`src/design/prc_pkg.sv`:
```
// ---------------------------------------------------------------------------
// Pacing rate controller package
// Shared constants, register indexes and controller/datapath types.
// ---------------------------------------------------------------------------
package prc_pkg;

   localparam int USEC_PER_SEC   = 1000000;
   localparam int GAIN_FRAC_BITS = 16;
   localparam int RATE_BITS      = 32;
   localparam int GAIN_BITS      = 16;
   localparam int GAP_BITS       = 24;
   localparam int REF_BITS       = 16;
   localparam int GAP_OUT_BITS   = 32;
   localparam int CSR_DATA_BITS  = 32;

   typedef enum logic [2:0] {
      CSR_CONTROL_MODE    = 3'd0,
      CSR_ADD_STEP        = 3'd1,
      CSR_DECREASE_FACTOR = 3'd2,
      CSR_QUEUE_GAIN      = 3'd3,
      CSR_DAMPING_GAIN    = 3'd4,
      CSR_INITIAL_GAP_US  = 3'd5,
      CSR_MIN_RATE        = 3'd6,
      CSR_MAX_RATE        = 3'd7
   } csr_index_type;

   localparam logic [1:0] MODE_ADDITIVE     = 2'd0;
   localparam logic [1:0] MODE_AIMD         = 2'd1;
   localparam logic [1:0] MODE_PROPORTIONAL = 2'd2;
   localparam logic [1:0] MODE_DAMPED       = 2'd3;

   localparam logic CMD_RESTART  = 1'b0;
   localparam logic CMD_FEEDBACK = 1'b1;

   localparam logic [1:0]           RESET_CONTROL_MODE    = MODE_ADDITIVE;
   localparam logic [RATE_BITS-1:0] RESET_ADD_STEP        = 32'd65536;
   localparam logic [GAIN_BITS-1:0] RESET_DECREASE_FACTOR = 16'd32768;
   localparam logic [GAIN_BITS-1:0] RESET_QUEUE_GAIN      = 16'd6554;
   localparam logic [GAIN_BITS-1:0] RESET_DAMPING_GAIN    = 16'd32768;
   localparam logic [GAP_BITS-1:0]  RESET_INITIAL_GAP_US  = 24'd10000;
   localparam logic [RATE_BITS-1:0] RESET_MIN_RATE        = 32'd65536;
   localparam logic [RATE_BITS-1:0] RESET_MAX_RATE        = 32'hFFFF_FFFF;

   typedef enum logic [3:0] {
      ST_IDLE,
      ST_MUL,
      ST_SUM,
      ST_GAP_START,
      ST_GAP_WAIT,
      ST_RSAT,
      ST_RATE_START,
      ST_RATE_WAIT,
      ST_OUT
   } state_type;

   typedef struct packed {
      logic capture;
      logic mul_en;
      logic sum_en;
      logic rsat_en;
      logic div_start;
      logic div_sel_rate;
      logic out_load;
   } prc_cmd_type;

   typedef struct packed {
      logic div_done;
   } prc_status_type;

endpackage

```
`src/design/prc_if.sv`:
```
// ---------------------------------------------------------------------------
// Pacing rate controller channels
// Request, response and register-write channels with valid/ready.
// ---------------------------------------------------------------------------
interface prc_req_if #(
   parameter int QUEUE_BITS = 24
);
   logic                          valid;
   logic                          ready;
   logic                          command;
   logic [QUEUE_BITS-1:0]         queue_level;
   logic [QUEUE_BITS-1:0]         queue_target;
   logic [prc_pkg::REF_BITS-1:0]  reference_rate;

   modport source (output valid, command, queue_level, queue_target, reference_rate,
                   input ready);
   modport sink   (input valid, command, queue_level, queue_target, reference_rate,
                   output ready);
endinterface

interface prc_rsp_if;
   logic                              valid;
   logic                              ready;
   logic [prc_pkg::RATE_BITS-1:0]     rate_out;
   logic [prc_pkg::GAP_OUT_BITS-1:0]  gap_us;
   logic                              clamped;

   modport source (output valid, rate_out, gap_us, clamped, input ready);
   modport sink   (input valid, rate_out, gap_us, clamped, output ready);
endinterface

interface prc_csr_if;
   logic                               valid;
   logic                               ready;
   prc_pkg::csr_index_type             index;
   logic [prc_pkg::CSR_DATA_BITS-1:0]  data;

   modport source (output valid, index, data, input ready);
   modport sink   (input valid, index, data, output ready);
endinterface

```
`src/design/prc_divider.sv`:
```
// ---------------------------------------------------------------------------
// Pacing rate controller divider
// Restoring divider, one quotient bit per cycle: 1e6 * 2^F over a divisor,
// saturating to all ones on overflow or a zero divisor.
// ---------------------------------------------------------------------------
module prc_divider #(
   parameter int RATE_FRAC_BITS = 16
) (
   input  logic                              clock,
   input  logic                              reset,
   input  logic                              start,
   input  logic [prc_pkg::RATE_BITS-1:0]     divisor,
   output logic                              done,
   output logic [prc_pkg::GAP_OUT_BITS-1:0]  quotient
);
   localparam int NUM_W = 20 + RATE_FRAC_BITS;
   localparam int DW    = (NUM_W > 33) ? NUM_W : 33;
   localparam int CW    = $clog2(DW + 1);
   localparam logic [DW-1:0] NUMERATOR = DW'(prc_pkg::USEC_PER_SEC) << RATE_FRAC_BITS;
   localparam int RW    = prc_pkg::RATE_BITS;

   logic          busy_ff, busy_in;
   logic [CW-1:0] count_ff, count_in;
   logic [RW-1:0] rem_ff, rem_in;
   logic [DW-1:0] quo_ff, quo_in;
   logic [RW-1:0] divisor_ff, divisor_in;
   logic          zero_ff, zero_in;
   logic [RW:0]   shifted;
   logic          fits;

   assign shifted = {rem_ff, quo_ff[DW-1]};
   assign fits    = shifted >= {1'b0, divisor_ff};

   always_comb begin
      busy_in    = busy_ff;
      count_in   = count_ff;
      rem_in     = rem_ff;
      quo_in     = quo_ff;
      divisor_in = divisor_ff;
      zero_in    = zero_ff;
      if (start) begin
         busy_in    = 1'b1;
         count_in   = CW'(DW);
         rem_in     = '0;
         quo_in     = NUMERATOR;
         divisor_in = divisor;
         zero_in    = (divisor == '0);
      end else if (busy_ff) begin
         rem_in   = fits ? RW'(shifted - {1'b0, divisor_ff}) : RW'(shifted);
         quo_in   = {quo_ff[DW-2:0], fits};
         count_in = count_ff - CW'(1);
         busy_in  = (count_ff != CW'(1));
      end
   end

   always_ff @(posedge clock) begin
      if (reset) begin
         busy_ff  <= 1'b0;
         count_ff <= '0;
      end else begin
         busy_ff  <= busy_in;
         count_ff <= count_in;
      end
      rem_ff     <= rem_in;
      quo_ff     <= quo_in;
      divisor_ff <= divisor_in;
      zero_ff    <= zero_in;
   end

   assign done     = busy_ff && (count_ff == CW'(1));
   assign quotient = (zero_ff || (|quo_ff[DW-1:32])) ? '1 : quo_ff[31:0];

endmodule

```
`src/design/prc_datapath.sv`:
```
// ---------------------------------------------------------------------------
// Pacing rate controller datapath
// Register file, rate update arithmetic, saturation, divider and result.
// ---------------------------------------------------------------------------
module prc_datapath #(
   parameter int RATE_FRAC_BITS = 16,
   parameter int QUEUE_BITS     = 24
) (
   input  logic                               clock,
   input  logic                               reset,
   input  prc_pkg::prc_cmd_type               cmd,
   output prc_pkg::prc_status_type            status,
   input  logic                               csr_write,
   input  prc_pkg::csr_index_type             csr_index,
   input  logic [prc_pkg::CSR_DATA_BITS-1:0]  csr_data,
   input  logic [QUEUE_BITS-1:0]              req_queue_level,
   input  logic [QUEUE_BITS-1:0]              req_queue_target,
   input  logic [prc_pkg::REF_BITS-1:0]       req_reference_rate,
   output logic [prc_pkg::RATE_BITS-1:0]      rsp_rate_out,
   output logic [prc_pkg::GAP_OUT_BITS-1:0]   rsp_gap_us,
   output logic                               rsp_clamped
);
   localparam int RW    = prc_pkg::RATE_BITS;
   localparam int GW    = prc_pkg::GAIN_BITS;
   localparam int GF    = prc_pkg::GAIN_FRAC_BITS;
   localparam int ESH_L = (RATE_FRAC_BITS >= GF) ? RATE_FRAC_BITS - GF : 0;
   localparam int ESH_R = (RATE_FRAC_BITS < GF) ? GF - RATE_FRAC_BITS : 0;
   localparam int EP_W  = GW + QUEUE_BITS;
   localparam int ET_W  = EP_W + ESH_L;
   localparam int GM_W  = prc_pkg::REF_BITS + RATE_FRAC_BITS;
   localparam int DM_W  = (GM_W > RW) ? GM_W : RW;
   localparam int SP_W  = GW + DM_W;
   localparam int MX_A  = (ET_W > DM_W) ? ET_W : DM_W;
   localparam int MAG_W = (MX_A > RW + 1) ? MX_A : RW + 1;
   localparam int SUM_W = MAG_W + 3;
   localparam longint RESET_RATE_RAW =
      longint'(prc_pkg::USEC_PER_SEC) * (longint'(1) << RATE_FRAC_BITS)
      / longint'(prc_pkg::RESET_INITIAL_GAP_US);
   localparam logic [RW-1:0] RESET_RATE =
      (RESET_RATE_RAW < longint'(prc_pkg::RESET_MIN_RATE)) ? prc_pkg::RESET_MIN_RATE
                                                          : RW'(RESET_RATE_RAW);

   logic [1:0]            mode_ff;
   logic [RW-1:0]         add_step_ff;
   logic [GW-1:0]         decrease_ff;
   logic [GW-1:0]         queue_gain_ff;
   logic [GW-1:0]         damping_ff;
   logic [prc_pkg::GAP_BITS-1:0] init_gap_ff;
   logic [RW-1:0]         min_rate_ff;
   logic [RW-1:0]         max_rate_ff;

   logic [QUEUE_BITS-1:0] level_ff, target_ff;
   logic [prc_pkg::REF_BITS-1:0] gamma_ff;
   logic [RW-1:0]         rate_ff, rate_in;
   logic                  clamped_ff, clamped_in;
   logic [EP_W-1:0]       eprod_ff, eprod_in;
   logic [SP_W-1:0]       sprod_ff, sprod_in;
   logic                  below_ff, above_ff, dneg_ff;
   logic                  below_in, above_in, dneg_in;

   logic [QUEUE_BITS-1:0] emag;
   logic [DM_W-1:0]       gamma_x, rate_x, dmag, smag;
   logic [GW-1:0]         sgain;
   logic [SUM_W-1:0]      r_s, step_s, et_s, st_s, v_sum, sat_in, min_s, max_s;
   logic [RW-1:0]         sat_out;
   logic                  sat_hit;
   logic [RW-1:0]         div_divisor;
   logic [RW-1:0]         gap_divisor;
   logic [prc_pkg::GAP_OUT_BITS-1:0] div_quotient;
   logic                  div_done;

   always_ff @(posedge clock) begin
      if (reset) begin
         mode_ff       <= prc_pkg::RESET_CONTROL_MODE;
         add_step_ff   <= prc_pkg::RESET_ADD_STEP;
         decrease_ff   <= prc_pkg::RESET_DECREASE_FACTOR;
         queue_gain_ff <= prc_pkg::RESET_QUEUE_GAIN;
         damping_ff    <= prc_pkg::RESET_DAMPING_GAIN;
         init_gap_ff   <= prc_pkg::RESET_INITIAL_GAP_US;
         min_rate_ff   <= prc_pkg::RESET_MIN_RATE;
         max_rate_ff   <= prc_pkg::RESET_MAX_RATE;
      end else if (csr_write) begin
         case (csr_index)
            prc_pkg::CSR_CONTROL_MODE:    mode_ff       <= csr_data[1:0];
            prc_pkg::CSR_ADD_STEP:        add_step_ff   <= csr_data[RW-1:0];
            prc_pkg::CSR_DECREASE_FACTOR: decrease_ff   <= csr_data[GW-1:0];
            prc_pkg::CSR_QUEUE_GAIN:      queue_gain_ff <= csr_data[GW-1:0];
            prc_pkg::CSR_DAMPING_GAIN:    damping_ff    <= csr_data[GW-1:0];
            prc_pkg::CSR_INITIAL_GAP_US:  init_gap_ff   <= csr_data[prc_pkg::GAP_BITS-1:0];
            prc_pkg::CSR_MIN_RATE:        min_rate_ff   <= csr_data[RW-1:0];
            prc_pkg::CSR_MAX_RATE:        max_rate_ff   <= csr_data[RW-1:0];
            default: begin
            end
         endcase
      end
   end

   // product stage
   always_comb begin
      below_in = level_ff < target_ff;
      above_in = level_ff > target_ff;
      emag     = below_in ? target_ff - level_ff : level_ff - target_ff;
      gamma_x  = DM_W'(gamma_ff) << RATE_FRAC_BITS;
      rate_x   = DM_W'(rate_ff);
      dneg_in  = rate_x < gamma_x;
      dmag     = dneg_in ? gamma_x - rate_x : rate_x - gamma_x;
      sgain    = (mode_ff == prc_pkg::MODE_AIMD) ? decrease_ff : damping_ff;
      smag     = (mode_ff == prc_pkg::MODE_AIMD) ? rate_x : dmag;
      eprod_in = EP_W'(queue_gain_ff) * EP_W'(emag);
      sprod_in = SP_W'(sgain) * SP_W'(smag);
   end

   // sum stage
   always_comb begin
      r_s    = SUM_W'(rate_ff);
      step_s = SUM_W'(add_step_ff);
      et_s   = (SUM_W'(eprod_ff) << ESH_L) >> ESH_R;
      st_s   = SUM_W'(sprod_ff[SP_W-1:GF]);
      case (mode_ff)
         prc_pkg::MODE_ADDITIVE:
            v_sum = below_ff ? r_s + step_s : (above_ff ? r_s - step_s : r_s);
         prc_pkg::MODE_AIMD:
            v_sum = below_ff ? r_s + step_s : (above_ff ? st_s : r_s);
         prc_pkg::MODE_PROPORTIONAL:
            v_sum = above_ff ? r_s - et_s : r_s + et_s;
         prc_pkg::MODE_DAMPED:
            v_sum = (above_ff ? r_s - et_s : r_s + et_s) + (dneg_ff ? st_s : -st_s);
         default:
            v_sum = r_s;
      endcase
   end

   // saturation, shared by restart and feedback
   always_comb begin
      sat_in  = cmd.rsat_en ? SUM_W'(div_quotient) : v_sum;
      min_s   = SUM_W'(min_rate_ff);
      max_s   = SUM_W'(max_rate_ff);
      sat_hit = 1'b1;
      if ($signed(sat_in) < $signed(min_s)) begin
         sat_out = min_rate_ff;
      end else if ($signed(sat_in) > $signed(max_s)) begin
         sat_out = max_rate_ff;
      end else begin
         sat_out = sat_in[RW-1:0];
         sat_hit = 1'b0;
      end
      rate_in    = (cmd.sum_en || cmd.rsat_en) ? sat_out : rate_ff;
      clamped_in = (cmd.sum_en || cmd.rsat_en) ? sat_hit : clamped_ff;
   end

   always_ff @(posedge clock) begin
      if (reset) begin
         rate_ff    <= RESET_RATE;
         clamped_ff <= 1'b0;
      end else begin
         rate_ff    <= rate_in;
         clamped_ff <= clamped_in;
      end
      if (cmd.capture) begin
         level_ff  <= req_queue_level;
         target_ff <= req_queue_target;
         gamma_ff  <= req_reference_rate;
      end
      if (cmd.mul_en) begin
         eprod_ff <= eprod_in;
         sprod_ff <= sprod_in;
         below_ff <= below_in;
         above_ff <= above_in;
         dneg_ff  <= dneg_in;
      end
      if (cmd.out_load) begin
         rsp_rate_out <= rate_ff;
         rsp_gap_us   <= div_quotient;
         rsp_clamped  <= clamped_ff;
      end
   end

   assign gap_divisor = (init_gap_ff == '0) ? RW'(1) : RW'(init_gap_ff);
   assign div_divisor = cmd.div_sel_rate ? rate_ff : gap_divisor;

   prc_divider #(
      .RATE_FRAC_BITS (RATE_FRAC_BITS)
   ) u_divider (
      .clock    (clock),
      .reset    (reset),
      .start    (cmd.div_start),
      .divisor  (div_divisor),
      .done     (div_done),
      .quotient (div_quotient)
   );

   assign status.div_done = div_done;

endmodule

```
`src/design/prc_ctrl.sv`:
```
// ---------------------------------------------------------------------------
// Pacing rate controller sequencer
// Steps one request through product/sum or gap divide, rate divide and load.
// ---------------------------------------------------------------------------
module prc_ctrl (
   input  logic                     clock,
   input  logic                     reset,
   input  logic                     req_valid,
   output logic                     req_ready,
   input  logic                     req_command,
   output logic                     rsp_valid,
   input  logic                     rsp_ready,
   output prc_pkg::prc_cmd_type     cmd,
   input  prc_pkg::prc_status_type  status
);
   prc_pkg::state_type state_ff, state_in;
   logic               rsp_valid_ff, rsp_valid_in;
   logic               accept;
   logic               slot_free;

   assign accept    = req_valid && (state_ff == prc_pkg::ST_IDLE);
   assign slot_free = !rsp_valid_ff || rsp_ready;

   always_comb begin
      state_in = state_ff;
      case (state_ff)
         prc_pkg::ST_IDLE:
            if (accept) begin
               state_in = (req_command == prc_pkg::CMD_FEEDBACK) ? prc_pkg::ST_MUL
                                                                 : prc_pkg::ST_GAP_START;
            end
         prc_pkg::ST_MUL:        state_in = prc_pkg::ST_SUM;
         prc_pkg::ST_SUM:        state_in = prc_pkg::ST_RATE_START;
         prc_pkg::ST_GAP_START:  state_in = prc_pkg::ST_GAP_WAIT;
         prc_pkg::ST_GAP_WAIT:
            if (status.div_done) begin
               state_in = prc_pkg::ST_RSAT;
            end
         prc_pkg::ST_RSAT:       state_in = prc_pkg::ST_RATE_START;
         prc_pkg::ST_RATE_START: state_in = prc_pkg::ST_RATE_WAIT;
         prc_pkg::ST_RATE_WAIT:
            if (status.div_done) begin
               state_in = prc_pkg::ST_OUT;
            end
         prc_pkg::ST_OUT:
            if (slot_free) begin
               state_in = prc_pkg::ST_IDLE;
            end
         default:                state_in = prc_pkg::ST_IDLE;
      endcase
   end

   always_comb begin
      cmd              = '0;
      cmd.capture      = accept;
      cmd.mul_en       = (state_ff == prc_pkg::ST_MUL);
      cmd.sum_en       = (state_ff == prc_pkg::ST_SUM);
      cmd.rsat_en      = (state_ff == prc_pkg::ST_RSAT);
      cmd.div_start    = (state_ff == prc_pkg::ST_GAP_START) ||
                         (state_ff == prc_pkg::ST_RATE_START);
      cmd.div_sel_rate = (state_ff == prc_pkg::ST_RATE_START);
      cmd.out_load     = (state_ff == prc_pkg::ST_OUT) && slot_free;
      rsp_valid_in     = cmd.out_load || (rsp_valid_ff && !rsp_ready);
   end

   always_ff @(posedge clock) begin
      if (reset) begin
         state_ff     <= prc_pkg::ST_IDLE;
         rsp_valid_ff <= 1'b0;
      end else begin
         state_ff     <= state_in;
         rsp_valid_ff <= rsp_valid_in;
      end
   end

   assign req_ready = (state_ff == prc_pkg::ST_IDLE);
   assign rsp_valid = rsp_valid_ff;

endmodule

```
`src/design/pacing_rate_controller.sv`:
```
// ---------------------------------------------------------------------------
// Pacing rate controller
// Sender rate control: additive, AIMD, proportional and damped update modes.
// ---------------------------------------------------------------------------
// Usage:
//   req_bus carries one request: command 0 restarts the rate from
//   initial_gap_us, command 1 applies queue feedback. rsp_bus returns
//   one response per request: the new Q16.16 rate, the packet gap in
//   microseconds and a flag set when the rate hit min_rate or max_rate.
//   csr_bus writes the eight registers by index and is always ready; the user
//   must write it only while no request is in flight; it is not enforced.
// Timing (D = 20 + RATE_FRAC_BITS quotient bits, 36 at the default):
//   feedback runs one D-bit divide and restart two, in the restoring
//   divider at one quotient bit per cycle; one request is worked at a time,
//   and the next request is taken in the cycle after the response is loaded.
//   The response register lets the next request enter while a response
//   waits; a stalled receiver holds the next response in the sequencer.
// Reset:
//   registers return to their defaults and the rate to 1e6 / 10000 us,
//   raised to the minimum rate; no response is pending.
// ---------------------------------------------------------------------------
module pacing_rate_controller #(
   parameter int RATE_FRAC_BITS = 16,
   parameter int QUEUE_BITS     = 24
) (
   input  logic       clock,
   input  logic       reset,
   prc_req_if.sink    req_bus,
   prc_rsp_if.source  rsp_bus,
   prc_csr_if.sink    csr_bus
);
   prc_pkg::prc_cmd_type    cmd;
   prc_pkg::prc_status_type status;

   assign csr_bus.ready = 1'b1;

   prc_ctrl u_ctrl (
      .clock       (clock),
      .reset       (reset),
      .req_valid   (req_bus.valid),
      .req_ready   (req_bus.ready),
      .req_command (req_bus.command),
      .rsp_valid   (rsp_bus.valid),
      .rsp_ready   (rsp_bus.ready),
      .cmd         (cmd),
      .status      (status)
   );

   prc_datapath #(
      .RATE_FRAC_BITS (RATE_FRAC_BITS),
      .QUEUE_BITS     (QUEUE_BITS)
   ) u_datapath (
      .clock              (clock),
      .reset              (reset),
      .cmd                (cmd),
      .status             (status),
      .csr_write          (csr_bus.valid),
      .csr_index          (csr_bus.index),
      .csr_data           (csr_bus.data),
      .req_queue_level    (req_bus.queue_level),
      .req_queue_target   (req_bus.queue_target),
      .req_reference_rate (req_bus.reference_rate),
      .rsp_rate_out       (rsp_bus.rate_out),
      .rsp_gap_us         (rsp_bus.gap_us),
      .rsp_clamped        (rsp_bus.clamped)
   );

endmodule

```
`src/flat_wrapper.sv`:
```
// flat-port wrapper written by rule: the top's interface ports become plain ports
module pacing_rate_controller_flat 
#(
   parameter int RATE_FRAC_BITS = 16,
   parameter int QUEUE_BITS     = 24
)
  (clock, reset, req_bus_valid, req_bus_command, req_bus_queue_level, req_bus_queue_target, req_bus_reference_rate, req_bus_ready, rsp_bus_valid, rsp_bus_rate_out, rsp_bus_gap_us, rsp_bus_clamped, rsp_bus_ready, csr_bus_valid, csr_bus_index, csr_bus_data, csr_bus_ready);
  prc_req_if #(.QUEUE_BITS(QUEUE_BITS)) req_bus_i ();
  prc_rsp_if rsp_bus_i ();
  prc_csr_if csr_bus_i ();
  input  logic clock;
  input  logic reset;
  input wire logic [$bits(req_bus_i.valid)-1:0] req_bus_valid;
  input wire logic [$bits(req_bus_i.command)-1:0] req_bus_command;
  input wire logic [$bits(req_bus_i.queue_level)-1:0] req_bus_queue_level;
  input wire logic [$bits(req_bus_i.queue_target)-1:0] req_bus_queue_target;
  input wire logic [$bits(req_bus_i.reference_rate)-1:0] req_bus_reference_rate;
  output wire logic [$bits(req_bus_i.ready)-1:0] req_bus_ready;
  output wire logic [$bits(rsp_bus_i.valid)-1:0] rsp_bus_valid;
  output wire logic [$bits(rsp_bus_i.rate_out)-1:0] rsp_bus_rate_out;
  output wire logic [$bits(rsp_bus_i.gap_us)-1:0] rsp_bus_gap_us;
  output wire logic [$bits(rsp_bus_i.clamped)-1:0] rsp_bus_clamped;
  input wire logic [$bits(rsp_bus_i.ready)-1:0] rsp_bus_ready;
  input wire logic [$bits(csr_bus_i.valid)-1:0] csr_bus_valid;
  input wire logic [$bits(csr_bus_i.index)-1:0] csr_bus_index;
  input wire logic [$bits(csr_bus_i.data)-1:0] csr_bus_data;
  output wire logic [$bits(csr_bus_i.ready)-1:0] csr_bus_ready;
  assign req_bus_i.valid = req_bus_valid;
  assign req_bus_i.command = req_bus_command;
  assign req_bus_i.queue_level = req_bus_queue_level;
  assign req_bus_i.queue_target = req_bus_queue_target;
  assign req_bus_i.reference_rate = req_bus_reference_rate;
  assign req_bus_ready = req_bus_i.ready;
  assign rsp_bus_valid = rsp_bus_i.valid;
  assign rsp_bus_rate_out = rsp_bus_i.rate_out;
  assign rsp_bus_gap_us = rsp_bus_i.gap_us;
  assign rsp_bus_clamped = rsp_bus_i.clamped;
  assign rsp_bus_i.ready = rsp_bus_ready;
  assign csr_bus_i.valid = csr_bus_valid;
  assign csr_bus_i.index = csr_bus_index;
  assign csr_bus_i.data = csr_bus_data;
  assign csr_bus_ready = csr_bus_i.ready;
  pacing_rate_controller #(.RATE_FRAC_BITS(RATE_FRAC_BITS), .QUEUE_BITS(QUEUE_BITS)) u_core (.clock(clock), .reset(reset), .req_bus(req_bus_i), .rsp_bus(rsp_bus_i), .csr_bus(csr_bus_i));
endmodule
```
`config.mk`:
```
export PLATFORM = sky130hd
export DESIGN_NAME = pacing_rate_controller_flat
export DESIGN_NICKNAME = d
export VERILOG_FILES = /design/src/design/prc_pkg.sv /design/src/design/prc_if.sv /design/src/design/prc_divider.sv /design/src/design/prc_datapath.sv /design/src/design/prc_ctrl.sv /design/src/design/pacing_rate_controller.sv /design/src/flat_wrapper.sv
export SDC_FILE = /design/constraint.sdc
export NUM_CORES = 2
export LEC_CHECK = 0
export ABC_AREA = 1
export BUFFER_PORTS_ARGS = -buffer_cell sky130_fd_sc_hd__buf_2
export CAP_MARGIN = 25
export CORE_UTILIZATION = 30
export DETAILED_ROUTE_END_ITERATION = 12
export GPL_ROUTABILITY_DRIVEN = 0
export PLACE_DENSITY_LB_ADDON = 0.12
export RECOVER_POWER = 50
export SLEW_MARGIN = 20
export SYNTH_ARGS = -nofsm -noshare
export SYNTH_HDL_FRONTEND = slang
export SYNTH_SLANG_ARGS = --single-unit
```
`constraint.sdc`:
```
create_clock -name clock -period 9.3 [get_ports clock]
set_input_delay 0.93 -clock clock [delete_from_list [all_inputs] [get_ports clock]]
set_output_delay 0.93 -clock clock [all_outputs]
set_load 0.02 [all_outputs]
```
==> impl_metrics.toml <==
[detailed_routing]
drt-total-wl_mm = 322
routed-via-count = 68600
drc = 0
wl_met1_mm = 137
vias_per_cell = 5.14
drt_iter0_drc = 6195
ant_nets = 0
wl_per_cell_um = 24.2
top_layer = "met5"
drt_first_pass_iters = 11
dr_wl_met3_mm = 22.0
wl_met2_mm = 143

[finish]
regArea_mm2 = 0.0128
nets = 11600
area_growth_pct = 11.6
postLayoutCellArea_mm2 = 0.0786
multi_input_area_mm2 = 0.0492
fin_util_pct = 33.7
final.fill_count = 25500
drive_gt1_share_pct = 6.35

[clock_network]
htreeDepth = 3
clk_pin_slew_ps = 70
cts_tree = "built"
cts_sinks = 520
cts_max_path_buffers = 3
cts_buffers = 70
worstSkewPairLatency_ps = 730
ctsHoldBuffers = 0
cts-root-buf = "clkbuf_16"

[global_routing]
first_global_vias = 67800
grt_overflow = 0
grt_antenna_before_repair = 29
grt_max_degree = 101
grtUsageTotal_pct = 26.9
grt_first_pass_wirelength_mm = 466

[setup_path]
critPathMaxStageDelay_ps = 680
path_buf_inv = 8
worstSetupPathType = "reg -> reg"
cp.required_ps = 9850
crit_path_top_delay_cell = "dfxtp_1"
cp-end-kind = "register"
reg2regPathDepth = 44
cp.arrival_ps = 9700
cp_max_fo = 7
timing.rr.end = "u_core.u_datapath.rate_ff[21]$_SDFFE_PP1N_"
cpMostUsedCell = "nand2_1"
rrSetupSlack_ps = 160
startpoint_type = "register"
worstReg2RegStart = "u_core.u_datapath.rate_ff[8]$_SDFFE_PP0N_"
cp_top_family = "simple AND/OR/NAND/NOR gates"

[logic_synthesis]
ys_ff_latch = 520
synth.cell_area_mm2 = 0.0704
synth_edf_count = 237
syn-num-nets = 11300
avgSynthCellArea_um2 = 7.09
syn_inst = 9936
synth_cell_type_count = 72
synth_top_area_cell = "fa_1"
yosys-top-cells-area = "fa_1 (21%), nand2_1 (12%), ha_1 (10%)"
ys_async_sr_fraction_pct = 0
ys_seq_area_share_pct = 18.2
yosys_warnings = 0
yosys.area.top_type_share_pct = 20.8
yosys_most_used_dff = "dfxtp_1"

[floorplanning]
die_area_mm2 = 0.237
io_pins = 173
placementRows = 177
die_h_um = 487
fp.coreArea_mm2 = 0.233
dieWidth_um = 487
initial_utilization_pct = 30.2

[worst_hold_path]
hold_path_class = "in -> reg"
hold_path.startpoint = "req_bus_queue_level[9]"
min_to = "u_core.u_datapath.level_ff[9]$_DFFE_PP_"
holdPathStages = 1

[sta]
final-max-slew-violation-count = 419
clock_skew_ps = 49.8
fin_crit_sh_pct = 98.3
rsz0062_at_grt = "no"
min_period_ps = 9140
setup_viol = 0
fin_hold_ws_ps = 373
fmax_mhz = 109
worstMarginPinSlew_ps = 4100
finalHoldViolCount = 0
max_slew_margin_pct = -173

[place]
portBuffers = 171
place.detailed.hpwl_mm = 263
postPlaceCellArea_mm2 = 0.0760

[flow_run]
maxCapViolations = 8

[run_status]
outcome = "finished with violations"
violations = "capacitance limit, slew limit"
[cell families (layout without fill, tap and decap cells)]
family          after synthesis  in the layout  synth area share (%)
fa+ha+maj                  1308           1308                  31.0
flops                       520            520                  18.2
simple gates               3925           3925                  22.6
other cells                   1             10               0.00532
compound gates             1723           1723                  13.4
mux                           4              4                0.0569
buf+inv                    2245           2507                  12.2
xor+xnor                    210            210                  2.66
[area by class of cell]
| class | count | area share (%) |
|---|---|---|
| well taps | 3132 | 4.99 |
| clock inverters | 39 | 0.669 |
| multi-input cells | 7171 | 62.6 |
| diodes | 9 | 0.0287 |
| repair buffers | 459 | 3.73 |
| inverters | 1919 | 9.21 |
| clock buffers | 90 | 2.47 |
| flip-flops and latches | 520 | 16.3 |
[synthesized netlist by cell type, types with 35 or more instances]
library cell,instances
nand2_1,2213
inv_1,1861
nor2_1,1073
a21oi_1,787
fa_1,732
o21ai_0,602
ha_1,576
nand3_1,338
dfxtp_1,283
clkbuf_1,237
edfxtp_1,237
xor2_1,161
nand4_1,99
nor3_1,83
buf_2,56
a31oi_1,51
o211ai_1,50
xnor2_1,46
o21bai_1,43
nor4_1,35
[worst reg2reg max path, delay by kind of cell, from the launching register on]
kind	cells	cell delay, ps
AO/OA/AOI/OAI	12	2110
AND/OR/NAND/NOR	20	3020
adder cells (fa/ha/maj)	3	1070
flip-flops	1	680
XOR/XNOR	1	650
buffers and inverters	8	1470
[routing by layer]
layer | track usage [%] | vias to the layer above
li1 | - | 31700
met4 | 14.2 | 8
met2 | 43.0 | 2704
met1 | 34.6 | 33600
met3 | 4.43 | 643
met5 | 0 | -
[sequential cells by signal, summed over array words and instances (netlist names), 32 cells and up]
register                                cells
u_core.u_datapath.u_divider.divisor_ff     32
u_core.u_datapath.sprod_ff                 32
u_core.u_datapath.max_rate_ff              32
u_core.u_datapath.rsp_gap_us               32
u_core.u_datapath.rate_ff                  32
u_core.u_datapath.u_divider.rem_ff         32
u_core.u_datapath.add_step_ff              32
u_core.u_datapath.rsp_rate_out             32
u_core.u_datapath.u_divider.quo_ff         36
u_core.u_datapath.eprod_ff                 40
u_core.u_datapath.min_rate_ff              32
[metrics by stage]
stage / setup TNS (ps) / cells / setup slack [ps]
floorplan: 0 / 9936 / 1490
global placement: -67.8 / 13200 / -67.8
detailed placement: -153 / 13200 / -151
CTS: 0 / 13300 / 19.2
global route: 0 / 13300 / 4.75
finish: 0 / 13300 / 155
[worst max-delay path by stage]
stage                                               from                                    endpoint  cells past startpoint
4_1_cts          u_core.u_datapath.level_ff[7]$_DFFE_PP_    u_core.u_datapath.eprod_ff[37]$_DFFE_PP_                     40
2_1_floorplan   u_core.u_datapath.target_ff[8]$_DFFE_PP_    u_core.u_datapath.eprod_ff[37]$_DFFE_PP_                     43
3_3_place_gp    u_core.u_datapath.target_ff[8]$_DFFE_PP_    u_core.u_datapath.eprod_ff[36]$_DFFE_PP_                     37
6_report       u_core.u_datapath.rate_ff[8]$_SDFFE_PP0N_  u_core.u_datapath.rate_ff[21]$_SDFFE_PP1N_                     44
5_1_grt          u_core.u_datapath.level_ff[8]$_DFFE_PP_    u_core.u_datapath.eprod_ff[37]$_DFFE_PP_                     38
3_5_place_dp     u_core.u_datapath.level_ff[0]$_DFFE_PP_    u_core.u_datapath.eprod_ff[36]$_DFFE_PP_                     39
[placed cells by master (no fill, tap or decap), types with 105 or more instances in the layout]
| cell type | netlist | layout |
|---|---|---|
| nor2_1 | 1073 | 1070 |
| nand3_1 | 338 | 338 |
| buf_4 | 12 | 261 |
| dfxtp_1 | 283 | 282 |
| fa_1 | 732 | 732 |
| nand2_1 | 2213 | 2207 |
| buf_2 | 56 | 105 |
| ha_1 | 576 | 570 |
| edfxtp_1 | 237 | 237 |
| inv_1 | 1861 | 1854 |
| a21oi_1 | 787 | 780 |
| o21ai_0 | 602 | 594 |
| xor2_1 | 161 | 160 |
[repair_timing]
| action | 4_1_cts | 5_1_grt |
|---|---|---|
| pin swaps | 0 | 2 |
| setup buffers | 0 | 16 |
| hold endpoints to repair | 0 | 0 |
| setup endpoints to repair | 3 | 14 |
| resized for setup | 4 | 37 |
Power is left out: the tool's default activity adds up to more than one toggle a clock period on the data nets, which glitch-free logic cannot reach.
